File: src/design/bpsr_pkg.sv
`timescale 1ns / 1ps
// ----------------------------------------------------------------------------
// BMP pixel stream package
// Shared widths, register codes, configuration and result types, 565 packing.
// ----------------------------------------------------------------------------
package bpsr_pkg;

  localparam int CfgAddrW     = 4;
  localparam int CfgDataW     = 32;
  localparam int DataW        = 8;
  localparam int PixW         = 16;
  localparam int IdxW         = 20;
  localparam int DimW         = 11;
  localparam int DefMaxWidth  = 1024;
  localparam int DefMaxHeight = 1024;

  typedef enum logic [1:0] {
    DEPTH_4BIT  = 2'd0,
    DEPTH_24BIT = 2'd1,
    DEPTH_32BIT = 2'd2
  } depth_e;

  typedef enum logic [1:0] {
    REG_DEPTH  = 2'd0,
    REG_WIDTH  = 2'd1,
    REG_HEIGHT = 2'd2
  } reg_idx_e;

  localparam logic [1:0] DepthCodeSpare = 2'd3;

  // Frame geometry as seen by the datapath
  typedef struct packed {
    depth_e              mode;
    logic [DimW-1:0]     units;
    logic [1:0]          pad;
    logic [DimW-1:0]     height;
    logic [IdxW-1:0]     frame_base;
  } cfg_t;

  typedef struct packed {
    logic [PixW-1:0] pixel;
    logic [IdxW-1:0] index;
    logic            frame_end;
  } result_t;

  function automatic logic [PixW-1:0] pack565(input logic [7:0] r, input logic [7:0] g,
                                              input logic [7:0] b);
    pack565 = {r[7:3], g[7:2], b[7:3]};
  endfunction

endpackage

File: src/design/bpsr_cfg_regs.sv
`timescale 1ns / 1ps
// ----------------------------------------------------------------------------
// BMP pixel stream configuration registers
// APB register file for depth, width and height, plus derived frame geometry.
// ----------------------------------------------------------------------------
module bpsr_cfg_regs #(
  parameter int MaxWidth  = bpsr_pkg::DefMaxWidth,
  parameter int MaxHeight = bpsr_pkg::DefMaxHeight
) (
  input  logic                          clk_i,
  input  logic                          rst_ni,
  input  logic                          psel,
  input  logic                          penable,
  input  logic                          pwrite,
  input  logic [bpsr_pkg::CfgAddrW-1:0] paddr,
  input  logic [bpsr_pkg::CfgDataW-1:0] pwdata,
  output logic [bpsr_pkg::CfgDataW-1:0] prdata,
  output logic                          pready,
  output bpsr_pkg::cfg_t                cfg_o,
  output logic                          restart_o,
  output logic [bpsr_pkg::IdxW-1:0]     restart_base_o
);
  import bpsr_pkg::*;

  depth_e              mode_q, mode_d;
  logic [DimW-1:0]     width_q, width_d;
  logic [DimW-1:0]     height_q, height_d;
  cfg_t                cfg_q, cfg_d;
  logic                wr_en;
  logic                hit;
  logic [DimW-1:0]     w_eff;
  logic [DimW-1:0]     h_eff;
  logic [DimW:0]       w_inc;
  logic [2*DimW-1:0]   base_prod;

  assign pready = 1'b1;
  assign wr_en  = psel && penable && pwrite;

  always_comb begin
    mode_d   = mode_q;
    width_d  = width_q;
    height_d = height_q;
    hit      = 1'b0;
    if (wr_en) begin
      case (reg_idx_e'(paddr[3:2]))
        REG_DEPTH: begin
          hit    = 1'b1;
          mode_d = (pwdata[1:0] == DepthCodeSpare) ? DEPTH_32BIT : depth_e'(pwdata[1:0]);
        end
        REG_WIDTH: begin
          hit     = 1'b1;
          width_d = pwdata[DimW-1:0];
        end
        REG_HEIGHT: begin
          hit      = 1'b1;
          height_d = pwdata[DimW-1:0];
        end
        default: hit = 1'b0;
      endcase
    end
  end

  // Clamp to 1..max and derive the per-row geometry from the next values
  always_comb begin
    if (width_d == '0) begin
      w_eff = DimW'(1);
    end else if (32'(width_d) > MaxWidth) begin
      w_eff = DimW'(MaxWidth);
    end else begin
      w_eff = width_d;
    end
    if (height_d == '0) begin
      h_eff = DimW'(1);
    end else if (32'(height_d) > MaxHeight) begin
      h_eff = DimW'(MaxHeight);
    end else begin
      h_eff = height_d;
    end
    w_inc       = {1'b0, w_eff} + (DimW+1)'(1);
    cfg_d.mode  = mode_d;
    cfg_d.units = (mode_d == DEPTH_4BIT) ? w_inc[DimW:1] : w_eff;
    case (mode_d)
      DEPTH_4BIT:  cfg_d.pad = 2'b00 - cfg_d.units[1:0];
      DEPTH_24BIT: cfg_d.pad = w_eff[1:0];
      default:     cfg_d.pad = 2'b00;
    endcase
    cfg_d.height     = h_eff;
    base_prod        = (h_eff - DimW'(1)) * cfg_d.units;
    cfg_d.frame_base = base_prod[IdxW-1:0];
  end

  always_ff @(posedge clk_i or negedge rst_ni) begin
    if (!rst_ni) begin
      mode_q           <= DEPTH_24BIT;
      width_q          <= DimW'(1);
      height_q         <= DimW'(1);
      cfg_q.mode       <= DEPTH_24BIT;
      cfg_q.units      <= DimW'(1);
      cfg_q.pad        <= 2'd1;
      cfg_q.height     <= DimW'(1);
      cfg_q.frame_base <= '0;
    end else begin
      mode_q   <= mode_d;
      width_q  <= width_d;
      height_q <= height_d;
      cfg_q    <= cfg_d;
    end
  end

  always_comb begin
    prdata = '0;
    case (reg_idx_e'(paddr[3:2]))
      REG_DEPTH:  prdata = CfgDataW'(mode_q);
      REG_WIDTH:  prdata = CfgDataW'(width_q);
      REG_HEIGHT: prdata = CfgDataW'(height_q);
      default:    prdata = '0;
    endcase
  end

  assign cfg_o          = cfg_q;
  assign restart_o      = hit;
  assign restart_base_o = cfg_d.frame_base;

endmodule

File: src/design/bpsr_core.sv
`timescale 1ns / 1ps
// ----------------------------------------------------------------------------
// BMP pixel stream core
// Byte phase, colour holds, column/row/padding counters and 565 packing.
// ----------------------------------------------------------------------------
module bpsr_core (
  input  logic                      clk_i,
  input  logic                      rst_ni,
  input  bpsr_pkg::cfg_t            cfg_i,
  input  logic                      restart_i,
  input  logic [bpsr_pkg::IdxW-1:0] restart_base_i,
  input  logic                      step_i,
  input  logic [bpsr_pkg::DataW-1:0] data_byte_i,
  output logic                      emit_o,
  output bpsr_pkg::result_t         res_o
);
  import bpsr_pkg::*;

  logic [1:0]      phase_q, phase_d;
  logic [7:0]      blue_q, blue_d;
  logic [7:0]      green_q, green_d;
  logic [7:0]      red_q, red_d;
  logic [DimW-1:0] col_q, col_d;
  logic [1:0]      pad_q, pad_d;
  logic [DimW-1:0] row_q, row_d;
  logic [IdxW-1:0] base_q, base_d;
  logic [1:0]      emit_phase;
  logic            emit;
  logic            finish_row;
  logic            last_col;
  logic            last_row;
  logic [DimW:0]   col_inc;
  logic [DimW:0]   row_inc;

  assign col_inc  = {1'b0, col_q} + (DimW+1)'(1);
  assign row_inc  = {1'b0, row_q} + (DimW+1)'(1);
  assign last_col = col_inc >= {1'b0, cfg_i.units};
  assign last_row = row_inc >= {1'b0, cfg_i.height};

  always_comb begin
    phase_d         = phase_q;
    blue_d          = blue_q;
    green_d         = green_q;
    red_d           = red_q;
    col_d           = col_q;
    pad_d           = pad_q;
    row_d           = row_q;
    base_d          = base_q;
    emit            = 1'b0;
    finish_row      = 1'b0;
    emit_phase      = (cfg_i.mode == DEPTH_24BIT) ? 2'd2 : 2'd3;
    res_o.pixel     = {{(PixW-DataW){1'b0}}, data_byte_i};
    res_o.index     = base_q + IdxW'(col_q);
    res_o.frame_end = last_col && last_row;

    if (pad_q != 2'd0) begin
      // drop padding byte
      pad_d      = pad_q - 2'd1;
      finish_row = (pad_q == 2'd1);
    end else if (cfg_i.mode == DEPTH_4BIT) begin
      emit = 1'b1;
    end else if (phase_q < emit_phase) begin
      case (phase_q)
        2'd0:    blue_d  = data_byte_i;
        2'd1:    green_d = data_byte_i;
        default: red_d   = data_byte_i;
      endcase
      phase_d = phase_q + 2'd1;
    end else begin
      phase_d = 2'd0;
      emit    = 1'b1;
      if (cfg_i.mode == DEPTH_24BIT) begin
        red_d       = data_byte_i;
        res_o.pixel = pack565(data_byte_i, green_q, blue_q);
      end else begin
        res_o.pixel = pack565(red_q, green_q, blue_q);
      end
    end

    if (emit) begin
      if (last_col) begin
        col_d = '0;
        if (cfg_i.pad != 2'd0) begin
          pad_d = cfg_i.pad;
        end else begin
          finish_row = 1'b1;
        end
      end else begin
        col_d = col_inc[DimW-1:0];
      end
    end

    if (finish_row) begin
      if (last_row) begin
        row_d  = '0;
        base_d = cfg_i.frame_base;
      end else begin
        row_d  = row_inc[DimW-1:0];
        base_d = base_q - IdxW'(cfg_i.units);
      end
    end
  end

  assign emit_o = emit;

  always_ff @(posedge clk_i or negedge rst_ni) begin
    if (!rst_ni) begin
      phase_q <= '0;
      col_q   <= '0;
      pad_q   <= '0;
      row_q   <= '0;
      base_q  <= '0;
    end else if (restart_i) begin
      phase_q <= '0;
      col_q   <= '0;
      pad_q   <= '0;
      row_q   <= '0;
      base_q  <= restart_base_i;
    end else if (step_i) begin
      phase_q <= phase_d;
      col_q   <= col_d;
      pad_q   <= pad_d;
      row_q   <= row_d;
      base_q  <= base_d;
    end
  end

  always_ff @(posedge clk_i) begin
    if (step_i) begin
      blue_q  <= blue_d;
      green_q <= green_d;
      red_q   <= red_d;
    end
  end

`ifndef SYNTHESIS
  a_pad_phase_zero: assert property (@(posedge clk_i) disable iff (!rst_ni)
    pad_q != 2'd0 |-> phase_q == 2'd0)
    else $error("padding skipped in the middle of a pixel");

  a_4bit_phase_zero: assert property (@(posedge clk_i) disable iff (!rst_ni)
    cfg_i.mode == DEPTH_4BIT |-> phase_q == 2'd0)
    else $error("byte phase advanced in 4-bit mode");

  a_24bit_phase_range: assert property (@(posedge clk_i) disable iff (!rst_ni)
    cfg_i.mode == DEPTH_24BIT |-> phase_q != 2'd3)
    else $error("byte phase past the red byte in 24-bit mode");
`endif

endmodule

File: src/design/bmp_pixel_stream_to_rgb565_unit.sv
`timescale 1ns / 1ps
// ----------------------------------------------------------------------------
// BMP pixel stream to RGB565 unit
// Converts the pixel area of an uncompressed BMP frame into indexed results.
// ----------------------------------------------------------------------------
// Usage:
//   Feed the pixel data area of a frame, padding included, one byte per
//   transfer on the input channel (in_valid_i / in_stall_o / data_byte_i).
//   Results leave on the output channel (out_valid_o / out_stall_i) with
//   pixel_value_o, buffer_index_o (rows top-down) and frame_end_o.
//   The APB port sets depth, width and height; a write to any of these three
//   registers restarts the frame, so write only while no transfer is in flight.
// Timing:
//   One byte is accepted every cycle while in_stall_o is low. An accepted byte
//   is registered in the input register, and its result, if any, is
//   registered in the output register as the byte leaves the input register.
//   A 24-bit pixel takes three bytes, a 32-bit pixel four, a 4-bit byte one;
//   padding bytes and partial pixels give no result.
// Reset:
//   Clears both pipeline valid flags and the counters; depth returns to 24-bit,
//   width and height to one.
// Stall:
//   While the output is stalled with a result waiting, the input register
//   holds its byte and in_stall_o rises once that register is occupied.
// ----------------------------------------------------------------------------
module bmp_pixel_stream_to_rgb565_unit #(
  parameter int MaxWidth  = bpsr_pkg::DefMaxWidth,
  parameter int MaxHeight = bpsr_pkg::DefMaxHeight
) (
  input  logic                          clk_i,
  input  logic                          rst_ni,
  input  logic                          psel,
  input  logic                          penable,
  input  logic                          pwrite,
  input  logic [bpsr_pkg::CfgAddrW-1:0] paddr,
  input  logic [bpsr_pkg::CfgDataW-1:0] pwdata,
  output logic [bpsr_pkg::CfgDataW-1:0] prdata,
  output logic                          pready,
  input  logic                          in_valid_i,
  output logic                          in_stall_o,
  input  logic [bpsr_pkg::DataW-1:0]    data_byte_i,
  output logic                          out_valid_o,
  input  logic                          out_stall_i,
  output logic [bpsr_pkg::PixW-1:0]     pixel_value_o,
  output logic [bpsr_pkg::IdxW-1:0]     buffer_index_o,
  output logic                          frame_end_o
);
  import bpsr_pkg::*;

  cfg_t            cfg;
  logic            restart;
  logic [IdxW-1:0] restart_base;
  logic            s1_valid_q, s1_valid_d;
  logic [DataW-1:0] s1_byte_q;
  logic            advance;
  logic            step;
  logic            emit;
  result_t         res;
  logic            out_valid_q, out_valid_d;
  result_t         out_q;

  bpsr_cfg_regs #(
    .MaxWidth  (MaxWidth),
    .MaxHeight (MaxHeight)
  ) u_cfg (
    .clk_i          (clk_i),
    .rst_ni         (rst_ni),
    .psel           (psel),
    .penable        (penable),
    .pwrite         (pwrite),
    .paddr          (paddr),
    .pwdata         (pwdata),
    .prdata         (prdata),
    .pready         (pready),
    .cfg_o          (cfg),
    .restart_o      (restart),
    .restart_base_o (restart_base)
  );

  bpsr_core u_core (
    .clk_i          (clk_i),
    .rst_ni         (rst_ni),
    .cfg_i          (cfg),
    .restart_i      (restart),
    .restart_base_i (restart_base),
    .step_i         (step),
    .data_byte_i    (s1_byte_q),
    .emit_o         (emit),
    .res_o          (res)
  );

  // Advance whenever the result register is free or being drained
  assign advance    = !out_valid_q || !out_stall_i;
  assign step       = s1_valid_q && advance;
  assign in_stall_o = s1_valid_q && !advance;

  assign s1_valid_d  = in_stall_o ? s1_valid_q : in_valid_i;
  assign out_valid_d = advance ? (step && emit) : out_valid_q;

  always_ff @(posedge clk_i or negedge rst_ni) begin
    if (!rst_ni) begin
      s1_valid_q  <= 1'b0;
      out_valid_q <= 1'b0;
    end else begin
      s1_valid_q  <= s1_valid_d;
      out_valid_q <= out_valid_d;
    end
  end

  always_ff @(posedge clk_i) begin
    if (in_valid_i && !in_stall_o) begin
      s1_byte_q <= data_byte_i;
    end
    if (step && emit) begin
      out_q <= res;
    end
  end

  assign out_valid_o    = out_valid_q;
  assign pixel_value_o  = out_q.pixel;
  assign buffer_index_o = out_q.index;
  assign frame_end_o    = out_q.frame_end;

`ifndef SYNTHESIS
  a_stall_needs_item: assert property (@(posedge clk_i) disable iff (!rst_ni)
    in_stall_o |-> s1_valid_q)
    else $error("input stalled with an empty input register");

  a_held_item_kept: assert property (@(posedge clk_i) disable iff (!rst_ni)
    s1_valid_q && !advance |=> s1_valid_q && $stable(s1_byte_q))
    else $error("held input byte lost");

  a_result_from_item: assert property (@(posedge clk_i) disable iff (!rst_ni)
    $rose(out_valid_q) |-> $past(s1_valid_q))
    else $error("result appeared without a byte in the input register");
`endif

endmodule

File: config.mk
export PLATFORM = sky130hd
export DESIGN_NAME = bmp_pixel_stream_to_rgb565_unit
export DESIGN_NICKNAME = d
export VERILOG_FILES = /design/src/design/bpsr_pkg.sv /design/src/design/bpsr_cfg_regs.sv /design/src/design/bpsr_core.sv /design/src/design/bmp_pixel_stream_to_rgb565_unit.sv
export SDC_FILE = /design/constraint.sdc
export NUM_CORES = 1
export LEC_CHECK = 0
export BUFFER_PORTS_ARGS = -buffer_cell sky130_fd_sc_hd__buf_2
export CAP_MARGIN = 30
export CORE_MARGIN = 3
export CORE_UTILIZATION = 50
export CTS_CLUSTER_DIAMETER = 50
export DETAILED_ROUTE_END_ITERATION = 10
export GPL_TIMING_DRIVEN = 0
export PLACE_DENSITY = 0.71
export RECOVER_POWER = 25
export SETUP_SLACK_MARGIN = 0.02
export SLEW_MARGIN = 20
export SYNTH_ARGS = -nofsm -noshare
export SYNTH_HDL_FRONTEND = slang
export SYNTH_SLANG_ARGS = --single-unit
File: constraint.sdc
create_clock -name clk_i -period 17.5 [get_ports clk_i]
set_input_delay 0.875 -clock clk_i [delete_from_list [all_inputs] [get_ports clk_i]]
set_output_delay 0.875 -clock clk_i [all_outputs]
set_load 0.05 [all_outputs]
==> impl_metrics.tcl, run 1 <==
set metrics [dict create \
    n_antenna_cell 0 \
    yosysWarnings 0 \
    slew_viol_final 118 \
    vias_per_cell 5.42 \
    syn2layout_area_growth_pct 11.6 \
    syn_area_sq_mm 0.0142 \
    finalSetupViolCount 0 \
    critPathLaunch "psel" \
    die_area_sq_mm 0.0304 \
    htree_levels 4 \
    fin_setup_tns_ns 0 \
    min_period_ns 9.55 \
    grt_max_degree 80 \
    dp_hpwl_microns 26200 \
    drc 0 \
    wl_per_cell_microns 16.6 \
    worst-setup-path-type "input pin to flip-flop" \
    routed_wl_microns 33500 \
    relSlewSlack_pct -174 \
    grt_antenna_before_repair 0 \
    initial_core_util_pct 50.9 \
    ys_seq_area_share_pct 33.3 \
    max_stage_delay_ns 0.57 \
    die_y_microns 174 \
    cts_root_buffer "clkbuf_16" \
    status "complete, but fails checks" \
    insertion_delay_ns 0.44 \
    place_congestion 0.916 \
    critical_path_buf_inv_count 8 \
    layout_common_cells "212 x inv_1, 172 x nand2_1, 110 x fa_1" \
    async_flop_share_pct 65.3 \
    critPathCaptureType "flip-flop" \
    clkTransAtPathRegs_ns 0.09 \
    synth_cell_type_count 77 \
    critPathSlowestCell "fa_1" \
    cp_top_family "adder cells" \
    cts_buffer_depth 2 \
    crit_top_cell "fa_1" \
    die-width_microns 174 \
    violations "capacitance limit, slew limit" \
    drt-pass1-iter-count 6 \
    grt_remaining_overflow 0 \
    portBuffers 75 \
    syn_inst 1488 \
    rsz0062_at_grt "no" \
    ios 123 \
    syn_avg_cell_area_sq_um 9.53 \
    core_area_sq_mm 0.0279 \
    startpoint_type "input pin" \
    drive_gt1_share_pct 10.8 \
    post-route-period-util_pct 54.6 \
    holdBufCountCts 0 \
    crit_fanout 10 \
    drv_cap 2 \
    synth_edf_count 61 \
    cts_inserted_buffers 17 \
    cts.sinks 176 \
    grt_pass1_vias 11200 \
    min_from "s1_byte_q[2]" \
    cp.arrival_ns 9.86 \
    grt_pass1_wl_microns 56000 \
    ys.flop_type "dfrtp_1" \
    nets 1880 \
    vias 11000 \
    grtUsageTotal_pct 22.8 \
    ant_nets 0 \
    fp-row-count 61 \
    fill_cells 2485 \
    ys_ff_latch 176 \
    crit_required_ns 17.81 \
    post_cts_resize_count 0 \
    reg2reg_from "u_cfg.width_q[1]" \
    hold_viol_final 0 \
    timing.fmax_mhz 105 \
    worstMarginPinSlew_ns 4.11 \
    layout_commonest_cell "inv_1" \
    skew_ns 0.0195 \
    post_cts_buffers 0 \
    cts_tree "built" \
    hp-class "flip-flop to flip-flop" \
    drt_iter0_drc 919 \
]
path summary, 6_finish.rpt:
kind	slack, ns	depth (start not counted)	endpoint
worst max-delay path	7.95	31	u_core.base_q[19]
worst min-delay path	0.48	0	u_core.green_q[2]
worst max register to register	8.46	32	u_core.base_q[19]
worst min register to register	0.48	0	u_core.green_q[2]
max in group asynchronous	11.71	2	u_cfg.width_q[10]
min in group asynchronous	1.01	1	u_core.base_q[15]
registers in the layout (all words and copies together) (netlist names), 6 cells and up:
| name | count |
|---|---|
| u_cfg.cfg_o | 44 |
| buffer_index_o | 20 |
| u_core.base_q | 20 |
| pixel_value_o | 16 |
| u_cfg.width_q | 11 |
| u_core.col_q | 11 |
| u_core.row_q | 11 |
| u_cfg.height_q | 10 |
| s1_byte_q | 8 |
| u_core.green_q | 6 |
cell usage after synthesis (all sizes together) (3+ instances only):
master	instances	area share, %
a211o	3	0.19
a211oi	10	0.53
a21boi	5	0.26
a21o	18	0.95
a21oi	64	2.3
a22o	15	0.93
a31oi	10	0.44
a32o	11	0.78
a41oi	3	0.19
and2	32	1.4
and3	14	0.62
buf	30	1.5
clkbuf	37	0.98
dfrtp	109	19
dfstp	6	1.1
edfxtp	61	13
fa	110	16
ha	87	7.7
inv	214	5.7
mux2	17	1.4
mux2i	27	1.9
nand2	172	4.6
nand2b	19	0.89
nand3	32	1.2
nand4	12	0.53
nor2	90	2.4
nor2b	26	1.1
nor3	22	0.85
nor3b	3	0.16
nor4	15	0.71
o211ai	7	0.37
o21a	11	0.58
o21ai	62	2.2
o31ai	3	0.16
o32ai	3	0.19
or2	4	0.18
or3	12	0.53
or4	4	0.26
xnor2	60	3.7
xor2	16	0.99
cell families (layout without fill, tap and decap cells):
logic type | count (synthesis) | after routing | synth area share [%]
adders and majority gates | 197 | 197 | 23.2
DFF | 176 | 176 | 33.3
other | 2 | 49 | 0.0530
AOI/OAI and AO/OA | 248 | 248 | 11.6
buffers and inverters | 282 | 392 | 8.15
and+or+nand+nor | 463 | 463 | 15.8
xor gates and xnor gates | 76 | 76 | 4.69
muxes | 44 | 44 | 3.28
layer usage:
metal	vias to the layer above	global-route usage, %	part of all wire [%]
li1	5201	-	-
met1	5380	30.3	44
met2	327	39.4	49
met3	51	2.93	4.6
met4	0	6.27	2.1
met5	-	0	0
worst reg2reg max path: cells and delay by family (launching register included):
kind | cells | cell delay [ns]
xor+xnor | 1 | 0.18
compound gates | 11 | 2.53
flops | 1 | 0.43
simple gates | 9 | 2.24
fa+ha+maj | 7 | 3.20
buf+inv | 4 | 0.33
metrics by stage:
stage | worst slack, ns | hold WS (ns) | instance area, sq um | std cells | util (%)
6_report | 7.95 | 0.476 | 15800 | 2023 | 56.8
5_1_grt | 7.50 | 0.479 | 15800 | 2023 | 56.8
4_1_cts | 8.07 | 0.342 | 15900 | 2023 | 56.9
3_5_place_dp | 7.65 | 0.452 | 15200 | 1991 | 54.7
3_3_place_gp | 7.77 | 0.439 | 15200 | 1988 | 54.6
2_1_floorplan | 9.13 | 0.426 | 14400 | 1535 | -
final cells by class:
cell class	instances	area, sq um	share of cell area [%]
Sequential cell	176	4720	29.8
Multi-Input combinational cell	1077	8480	53.6
Tap cell	378	473	2.99
Buffer	67	348	2.20
Clock inverter	15	179	1.13
Timing Repair Buffer	78	390	2.47
Clock buffer	17	425	2.69
Inverter	215	807	5.10
Power of run 1 is not shown: default switching activity piles up to over one toggle a cycle in this logic, so the estimate is an artifact.
==> inputs of run 2 (changes only) <==
--- a/config.mk
+++ b/config.mk
@@ -5,6 +5,7 @@
 export SDC_FILE = /design/constraint.sdc
 export NUM_CORES = 1
 export LEC_CHECK = 0
+export ABC_AREA = 1
 export BUFFER_PORTS_ARGS = -buffer_cell sky130_fd_sc_hd__buf_2
 export CAP_MARGIN = 30
 export CORE_MARGIN = 3
@@ -12,7 +13,7 @@
 export CTS_CLUSTER_DIAMETER = 50
 export DETAILED_ROUTE_END_ITERATION = 10
 export GPL_TIMING_DRIVEN = 0
-export PLACE_DENSITY = 0.71
+export PLACE_DENSITY = 0.73
 export RECOVER_POWER = 25
 export SETUP_SLACK_MARGIN = 0.02
 export SLEW_MARGIN = 20
==> constraint.sdc (replaced) <==
create_clock -name clk_i -period 8.6 [get_ports clk_i]
set_input_delay 0.43 -clock clk_i [delete_from_list [all_inputs] [get_ports clk_i]]
set_output_delay 0.43 -clock clk_i [all_outputs]
set_load 0.05 [all_outputs]
==> impl_metrics.tcl, run 2 <==
set metrics [dict create \
    cts_root_buffer "clkbuf_16" \
    drc 0 \
    fp-row-count 60 \
    routed_wl_microns 31300 \
    syn_avg_cell_area_sq_um 8.56 \
    portBuffers 77 \
    die_y_microns 173 \
    dp_hpwl_microns 24900 \
    cts.sinks 176 \
    post-route-period-util_pct 93.2 \
    syn_area_sq_mm 0.0139 \
    ys_seq_area_share_pct 34.0 \
    worst-setup-path-type "input pin to flip-flop" \
    timing.fmax_mhz 125 \
    grt_use_met1_pct 28.6 \
    syn2layout_area_growth_pct 12.8 \
    synth.area.top_cells "dfrtp_1 20%, fa_1 16%, edfxtp_1 13%" \
    ys_ff_latch 176 \
    top_usage_layer "met2" \
    rsz0062_at_grt "yes" \
    fin_hold_ws_ns 0.158 \
    critPathCaptureType "flip-flop" \
    yosysTopAreaCell "dfrtp_1" \
    reg2reg_from "u_cfg.width_q[1]" \
    max_stage_delay_ns 0.56 \
    place_congestion 0.931 \
    clkTransAtPathRegs_ns 0.08 \
    n_antenna_cell 0 \
    synth_common_cells "340 x inv_1, 304 x nand2_1, 139 x nor2_1, 110 x fa_1, 109 x dfrtp_1" \
    syn_inst 1619 \
    drv_cap 1 \
    vias_per_cell 5.00 \
    skew_ns 0.0249 \
    finalSetupViolCount 0 \
    hold_viol_final 0 \
    die-width_microns 173 \
    core_area_sq_mm 0.0271 \
    ant_nets 0 \
    worstMarginPinSlew_ns 2.47 \
    hp-class "input pin to flip-flop" \
    synth.most_common_cell "inv_1" \
    relSlewSlack_pct -64.8 \
    grtUsageTotal_pct 21.4 \
    die_area_sq_mm 0.0298 \
    insertion_delay_ns 0.45 \
    drive_gt1_share_pct 11.2 \
    ys.flop_type "dfrtp_1" \
    crit_fanout 10 \
    drt_iter0_drc 585 \
    cp.arrival_ns 8.32 \
    largest_reg_flops 44 \
    grt_pass1_vias 10900 \
    synth_edf_count 61 \
    fin_setup_tns_ns 0 \
    synth_cell_type_count 56 \
    async_flop_share_pct 65.3 \
    grt_max_degree 77 \
    yosysTopAreaCellShare_pct 19.7 \
    violations "capacitance limit, slew limit" \
    htree_levels 4 \
    grt_antenna_before_repair 0 \
    drt-pass1-iter-count 10 \
    stdcell_count 2156 \
    use_met3_pct 3.10 \
    startpoint_type "input pin" \
    critPathLaunch "paddr[2]" \
    initial_core_util_pct 51.2 \
    slew_viol_final 40 \
    min_period_ns 8.01 \
    cts_inserted_buffers 17 \
    min_from "data_byte_i[5]" \
    status "complete, but fails checks" \
    nets 2019 \
    fin_util_pct 57.7 \
    crit_required_ns 8.91 \
    yosysWarnings 0 \
    wl_per_cell_microns 14.5 \
    layout_commonest_cell "inv_1" \
    ios 123 \
    place_inst 2117 \
    grt_remaining_overflow 0 \
    cts_buffer_depth 2 \
    critPathSlowestCell "fa_1" \
    met2_usage_pct 36.4 \
    vias 10800 \
    layout_common_cells "337 x inv_1, 299 x nand2_1, 136 x nor2_1" \
    cts_tree "built" \
    grt_pass1_wl_microns 52400 \
]
==> run 2: cell count changes after synthesis, sizes merged, moves of 20 or more <==
cell    change
o22ai      +20
nor2b      -26
nand3      +21
inv       +130
mux2i      -27
xnor2      -45
xor2       +41
nand2     +137
nor2       +52
clkbuf     -20
and2       -31
==> run 2: cell type report <==
cell class | instances | area (sq um)
fillers | 2432 | 11500
multi-input cells | 1093 | 7780
flip-flops and latches | 176 | 4720
inverters | 350 | 1320
repair buffers | 86 | 487
well taps | 372 | 465
clock buffers | 17 | 425
plain buffers | 47 | 284
clock inverters | 15 | 158
==> run 2: logic make-up after synthesis <==
family / after synthesis / share of synthesized area (%)
buffers and inverters: 397 / 11.5
DFF: 176 / 34.0
adders and majority gates: 197 / 23.7
xor gates and xnor gates: 72 / 4.55
AOI/OAI and AO/OA: 222 / 9.12
and+or+nand+nor: 545 / 16.4
muxes: 8 / 0.650
other: 2 / 0.0542
==> run 2: timing repair <==
action,4_1_cts,5_1_grt
hold buffers,1,0
endpoints found under the hold margin,39,0
buffers inserted,0,6
endpoints found under the setup margin,0,12
resized for setup,0,27
==> run 2: worst paths after layout <==
path / endpoint / cells past startpoint / slack (ns)
setup / recovery: u_core.base_q[18] / 43 / 0.59
hold / removal: s1_byte_q[5] / 1 / 0.16
setup reg to reg: u_core.base_q[18] / 38 / 0.61
hold reg to reg: u_core.green_q[2] / 0 / 0.46
max in group asynchronous: u_core.col_q[2] / 2 / 5.87
min in group asynchronous: u_core.base_q[15] / 2 / 1.30
==> run 2: layer usage <==
layer | vias up | wire (microns)
met1 | 5167 | 14200
met4 | 0 | 778
li1 | 5307 | -
met3 | 53 | 1350
met5 | - | 0
met2 | 253 | 15000
==> run 2: through the flow <==
step / setup slack, ns / instance area [sq um]
floorplan: 1.21 / 14000
global placement: -0.264 / 14900
detailed placement: -0.271 / 15000
CTS: 0.127 / 15500
global route: -0.00185 / 15600
finish: 0.589 / 15600
==> run 2: worst max-delay path: cells and delay by family <==
family,cells,cell delay [ns]
and+or+nand+nor,15,1.85
AOI/OAI and AO/OA,10,1.71
xor gates and xnor gates,1,0.19
adders and majority gates,7,3.10
buffers and inverters,10,1.04
Power of run 2 is left out for the same reason.
